[src/rtl/core/lpm_ram.sv]
// Generic single-port-write, single-port-read RAM with a registered read.
`default_nettype none

module lpm_ram #(
   parameter int WIDTH = 8,
   parameter int DEPTH = 16
) (
   input  wire logic                                       clock,
   input  wire logic                                       wr_en,
   input  wire logic [((DEPTH > 1) ? $clog2(DEPTH) : 1)-1:0] wr_addr,
   input  wire logic [WIDTH-1:0]                           wr_data,
   input  wire logic                                       rd_en,
   input  wire logic [((DEPTH > 1) ? $clog2(DEPTH) : 1)-1:0] rd_addr,
   output      logic [WIDTH-1:0]                           rd_data
);

   logic [WIDTH-1:0] mem_ff [DEPTH];
   logic [WIDTH-1:0] rd_data_ff;

   always_ff @(posedge clock) begin
      if (wr_en) begin
         mem_ff[wr_addr] <= wr_data;
      end
      if (rd_en) begin
         rd_data_ff <= mem_ff[rd_addr];
      end
   end

   assign rd_data = rd_data_ff;

endmodule

`default_nettype wire

[config.mk]
export PLATFORM = sky130hd
export DESIGN_NAME = lpm_ram
export DESIGN_NICKNAME = d
export VERILOG_FILES = /design/src/rtl/core/lpm_ram.sv
export SDC_FILE = /design/constraint.sdc
export NUM_CORES = 1
export LEC_CHECK = 0
export BUFFER_PORTS_ARGS = -buffer_cell sky130_fd_sc_hd__buf_2
export CORE_ASPECT_RATIO = 1.5
export CORE_MARGIN = 5
export CORE_UTILIZATION = 52
export CTS_BUF_LIST = sky130_fd_sc_hd__clkbuf_8 sky130_fd_sc_hd__clkbuf_16
export DETAILED_ROUTE_END_ITERATION = 12
export PLACE_DENSITY = 0.72
export SYNTH_ARGS = -nofsm -noshare
export SYNTH_HDL_FRONTEND = slang
export SYNTH_SLANG_ARGS = --single-unit
[constraint.sdc]
create_clock -name clock -period 1.5 [get_ports clock]
set_input_delay 0.075 -clock clock [delete_from_list [all_inputs] [get_ports clock]]
set_output_delay 0.075 -clock clock [all_outputs]
set_load 0.01 [all_outputs]
==> results of run 1 <==
==> kinds of logic after synthesis <==
kind of cell / count (synthesis) / share of synthesized area
muxes: 32 / 0.148
buffers and inverters: 10 / 0.0165
DFF: 136 / 0.781
and+or+nand+nor: 35 / 0.0314
AOI/OAI and AO/OA: 16 / 0.0230
==> flip-flops by register name, indices dropped and copies added (netlist names) <==
name	cells
rd_data	8
mem_ff	128
==> routing by layer <==
metal,vias up,wire [µm]
met5,-,0
met4,0,227
met3,20,531
met2,112,5510
met1,1308,3810
li1,1112,-
==> final cells by class <==
class,count,area (µm²)
tap,115,144
multi-input combinational,83,1080
clock buffer,17,425
sequential,136,4080
fill,621,3440
clock inverter,15,184
timing repair buffer,56,393
==> where the power goes <==
part,total [mW],leakage (nW),internal (mW),switching [mW]
clock,4.19,0.293,2.75,1.45
sequential,4.31,1.24,4.28,0.0232
combinational,0.421,0.643,0.186,0.235
==> critical path, stage by stage (launching register included) <==
cell and delay, ns:
edfxtp_1 0.39, mux4_2 0.50, a22oi_2 0.20, nand2_1 0.10
==> placed cells by master (no fill, tap or decap), types with 3 or more instances in the layout <==
master / instances
a22oi_1: 12
a22oi_2: 4
buf_12: 3
buf_2: 26
buf_4: 27
bufinv_16: 4
clkbuf_16: 17
clkinv_2: 5
clkinvlp_4: 3
edfxtp_1: 136
mux4_1: 13
mux4_2: 19
nand2_1: 9
nor2_1: 13
nor3_1: 3
==> per-stage QoR <==
step                setup TNS (ns)  hold slack [ns]  setup WS (ns)
CTS                              0           0.0151        0.00690
global placement            -0.285            0.448        -0.0768
floorplan                        0            0.174          0.143
finish                           0           0.0375         0.0471
detailed placement          -0.441            0.454         -0.105
global route                     0           0.0262        0.00506
==> worst paths after layout <==
check	to	slack [ns]	depth (start not counted)
worst min register to register	rd_data[4]$_DFFE_PP_	0.74	3
worst max register to register	rd_data[7]$_DFFE_PP_	0.05	3
worst min-delay path	rd_data[0]$_DFFE_PP_	0.04	1
worst max-delay path	rd_data[7]$_DFFE_PP_	0.05	3
==> timing repair <==
action                     CTS  global route
setup endpoints to repair    1             4
pin swaps                    0             1
gates resized for setup      1             4
==> qor.yml, run 1 <==
status: "finished, final reports clean"
cts.clk_slew.worst_paths_ns: 0.06
end_kind: "flop"
grt_busiest_layer: "met2"
placedCellCount: 390
via_per_inst: 6.05
gp_congestion: 0.819
grt_pass1_wl_um: 15600
worstSetupStartpoint: "mem_ff[0][7]$_DFFE_PP_"
cts_tree: "built"
cts_sinks: 136
drive_above_1_share: 0.362
placed_cell_area_mm2: 0.00568
yosysMostFrequentCell: "edfxtp_1"
place_hpwl_um: 6510
report.final.hold_viol_count: 0
synth_cell_type_count: 18
min_path_type: "input port to flop"
setup_viol: 0
r2r_start: "mem_ff[0][7]$_DFFE_PP_"
yosysTopAreaCell: "edfxtp_1"
cts.root.buffer_cell: "clkbuf_16"
fin_crit_ns: 1.45
synth-edff-count: 136
fin_skew_ns: 0.00468
ys_warn_count: 0
worstPathArrival_ns: 1.60
critPathRequiredTime_ns: 1.65
drtAntennaViolNets: 0
h-tree-depth: 4
wire_per_inst_um: 23.9
cts_buffers: 17
clk_path_buf_depth: 2
final_area_mm2: 0.00631
core_area_mm2: 0.00974
cts_hold_buf: 0
start_util: 0.536
worst_pin_slew_ns: 0.468
clk_latency_ns: 0.41
postSynthAreaPerCell_um2: 22.8
synthTopCellsByArea: "edfxtp_1 78%, mux4_2 7.8%, mux4_1 7.0%, a22oi_1 2.3%, nor2_1 0.93%"
ys_seq_area_frac: 0.781
drt_iter0_drc: 230
grt_use_met3: 0.0534
slew_viol_final: 0
dr.pass1.iters: 4
peakVddDrop_mv: 1.04
ys_ff_latch: 136
timing.final.crit_share: 0.969
drv_cap: 0
dieHeight_um: 133
die_w_um: 91.9
synth_top_area_share: 0.781
relSlewSlack: 0.688
layoutNonFillerInstCount: 422
leakage_nw: 2.17
fin_total_pwr_mw: 8.92
cp_max_fo: 1
diodes: 0
syn_inst: 229
syn_to_final_growth_pct: 20.7
die_area_mm2: 0.0122
drt_wl_total_um: 10100
antenna_found_initial: 0
grt_overflow: 0
use_met2: 0.310
grt_max_degree: 17
grt_pass1_vias: 2710
post-route-util: 0.647
synthFlopType: "edfxtp_1"
hp-start: "rd_en"
synthTopCellsByCount: "136 x edfxtp_1, 18 x mux4_2, 16 x a22oi_1"
async_reset_ff_frac: 0
fin_nets: 313
row_count: 44
num_vias: 2552
path_class: "flop to flop"
use_met1: 0.213
max_freq_mhz: 688
ioPinCount: 27
portBuffers: 26
power-per-cell-area_mw_per_mm2: 1410
rsz0062_at_grt: "false"
crit_path_start_kind: "flop"
gr-usage-all-layers: 0.182
synthesis.area_mm2: 0.00523
post_cts_buffers: 0
drc_errors: 0
syn_nets: 248
Note: power is estimated with default switching activity, not from simulation.
==> run 2: changes to the inputs <==
clock period = 1.2 ns   (was 1.5 ns; I/O delays follow)
==> run 2 against run 1 <==
Against the previous run: the run now ends with setup timing left; utilization fell by 0.77 points; count of clock-buffer cells in the layout unchanged; setup slack worse by 0.33 ns; first-iteration DRC count increased by 12%; combinational power rose by 27%.
==> qor.yml, run 2 (same netlist as run 1, synthesis figures left out) <==
start_util: 0.536
core_area_mm2: 0.00974
placedCellCount: 393
drive_above_1_share: 0.392
whs_ns: 0.0359
diodes: 0
setup-tns-final_ns: -1.76
rsz0062_at_grt: "true"
gp_congestion: 0.782
largest-register: "mem_ff"
path_class: "flop to flop"
worstPathArrival_ns: 1.64
via_per_inst: 5.78
power-per-cell-area_mw_per_mm2: 1740
report.final.hold_viol_count: 0
clk_path_buf_depth: 2
grt_max_degree: 17
dieHeight_um: 133
h-tree-depth: 4
crit_end: "rd_data[3]$_DFFE_PP_"
max_freq_mhz: 673
violations: "setup timing"
ioPinCount: 27
drt_wl_total_um: 10100
layoutNonFillerInstCount: 426
peakVddDrop_mv: 1.34
cts_sinks: 136
worstSetupStartpoint: "mem_ff[3][3]$_DFFE_PP_"
drv_cap: 0
place_hpwl_um: 6630
dr.pass1.iters: 4
grt_overflow: 0
grt_pass1_wl_um: 15800
setup_viol: 8
final_common_cell: "edfxtp_1"
drc_errors: 0
status: "complete, but fails checks"
fin_total_pwr_mw: 10.8
largest_reg_flops: 128
grt_pass1_vias: 2700
worst_pin_slew_ns: 0.784
layout_setup_ws_ns: -0.286
crit_path_start_kind: "flop"
wire_per_inst_um: 23.7
place_ws_ns: -0.358
cts_tree: "built"
antenna_found_initial: 0
drt_iter0_drc: 258
slew_viol_final: 0
r2r_start: "mem_ff[3][3]$_DFFE_PP_"
post_cts_buffers: 0
timing.final.crit_share: 1.24
relSlewSlack: 0.476
cp_max_fo: 1
cts.root.buffer_cell: "clkbuf_16"
end_kind: "flop"
num_vias: 2463
portBuffers: 26
leakage_nw: 2.13
mostFrequentLayoutCells: "136 x edfxtp_1, 32 x mux4_2, 31 x buf_4, 26 x buf_2, 17 x clkbuf_16"
fin_crit_ns: 1.49
fin_skew_ns: 0.00884
critPathRequiredTime_ns: 1.36
syn_to_final_growth_pct: 19.2
drtAntennaViolNets: 0
clk_latency_ns: 0.41
reg2reg_depth: 3
r2r-end: "rd_data[3]$_DFFE_PP_"
gr-usage-all-layers: 0.183
cts_buffers: 17
die_w_um: 91.9
die_area_mm2: 0.0122
cts.clk_slew.worst_paths_ns: 0.05
r2r_setup_slack_ns: -0.29
min_path_type: "input port to flop"
fin_nets: 317
row_count: 44
[run 2: changes by cell type in the layout (fill, tap and decap cells not counted), sizes merged]
cell         change
buf              +3
dlygate4sd3      +1
bufinv           -1
clkinvlp         -3
clkinv           +2
inv              +2
[run 2: layout make-up]
class / count / area [µm²]
Timing Repair Buffer: 60 / 413
Tap cell: 115 / 144
Sequential cell: 136 / 4080
Fill cell: 633 / 3510
Clock buffer: 17 / 425
Multi-Input combinational cell: 83 / 1020
Clock inverter: 15 / 143
[run 2: critical path: stages (launching register included)]
cell	delay, ns
edfxtp_1	0.42
mux4_2	0.53
a22oi_2	0.20
nand2_1	0.09
[run 2: worst min path at each step]
stage,endpoint,startpoint,depth (start not counted)
detailed placement,rd_data[5]$_DFFE_PP_,rd_en,1
floorplan,mem_ff[0][0]$_DFFE_PP_,wr_data[0],0
global placement,mem_ff[6][5]$_DFFE_PP_,wr_data[5],1
finish,mem_ff[10][6]$_DFFE_PP_,wr_data[6],1
CTS,mem_ff[5][5]$_DFFE_PP_,wr_data[5],1
global route,mem_ff[14][5]$_DFFE_PP_,wr_data[5],1
[run 2: timing repair]
item                       4_1_cts  5_1_grt
pin swaps                        0        0
resized for setup                1        0
hold buffers                     1        0
setup endpoints to repair        8        8
hold endpoints to repair         8        0
[run 2: report_power, final]
part	internal, mW	total, mW	switching, mW	leakage (nW)
Sequential	5.36	5.39	0.0294	1.24
Clock	3.19	4.92	1.73	0.292
Combinational	0.241	0.533	0.292	0.603
[run 2: stage by stage]
stage	util	area, µm²
6_report	0.640	6230
5_1_grt	0.640	6230
4_1_cts	0.640	6230
3_5_place_dp	0.580	5650
3_3_place_gp	0.580	5650
2_1_floorplan	-	5220
[run 2: metal layers]
| metal | part of all wire | track usage | wire length (µm) | vias up |
|---|---|---|---|---|
| li1 | - | - | - | 1107 |
| met1 | 0.38 | 0.220 | 3800 | 1268 |
| met2 | 0.56 | 0.312 | 5680 | 78 |
| met3 | 0.047 | 0.0489 | 471 | 10 |
| met4 | 0.014 | 0.0769 | 142 | 0 |
| met5 | 0 | 0 | 0 | - |
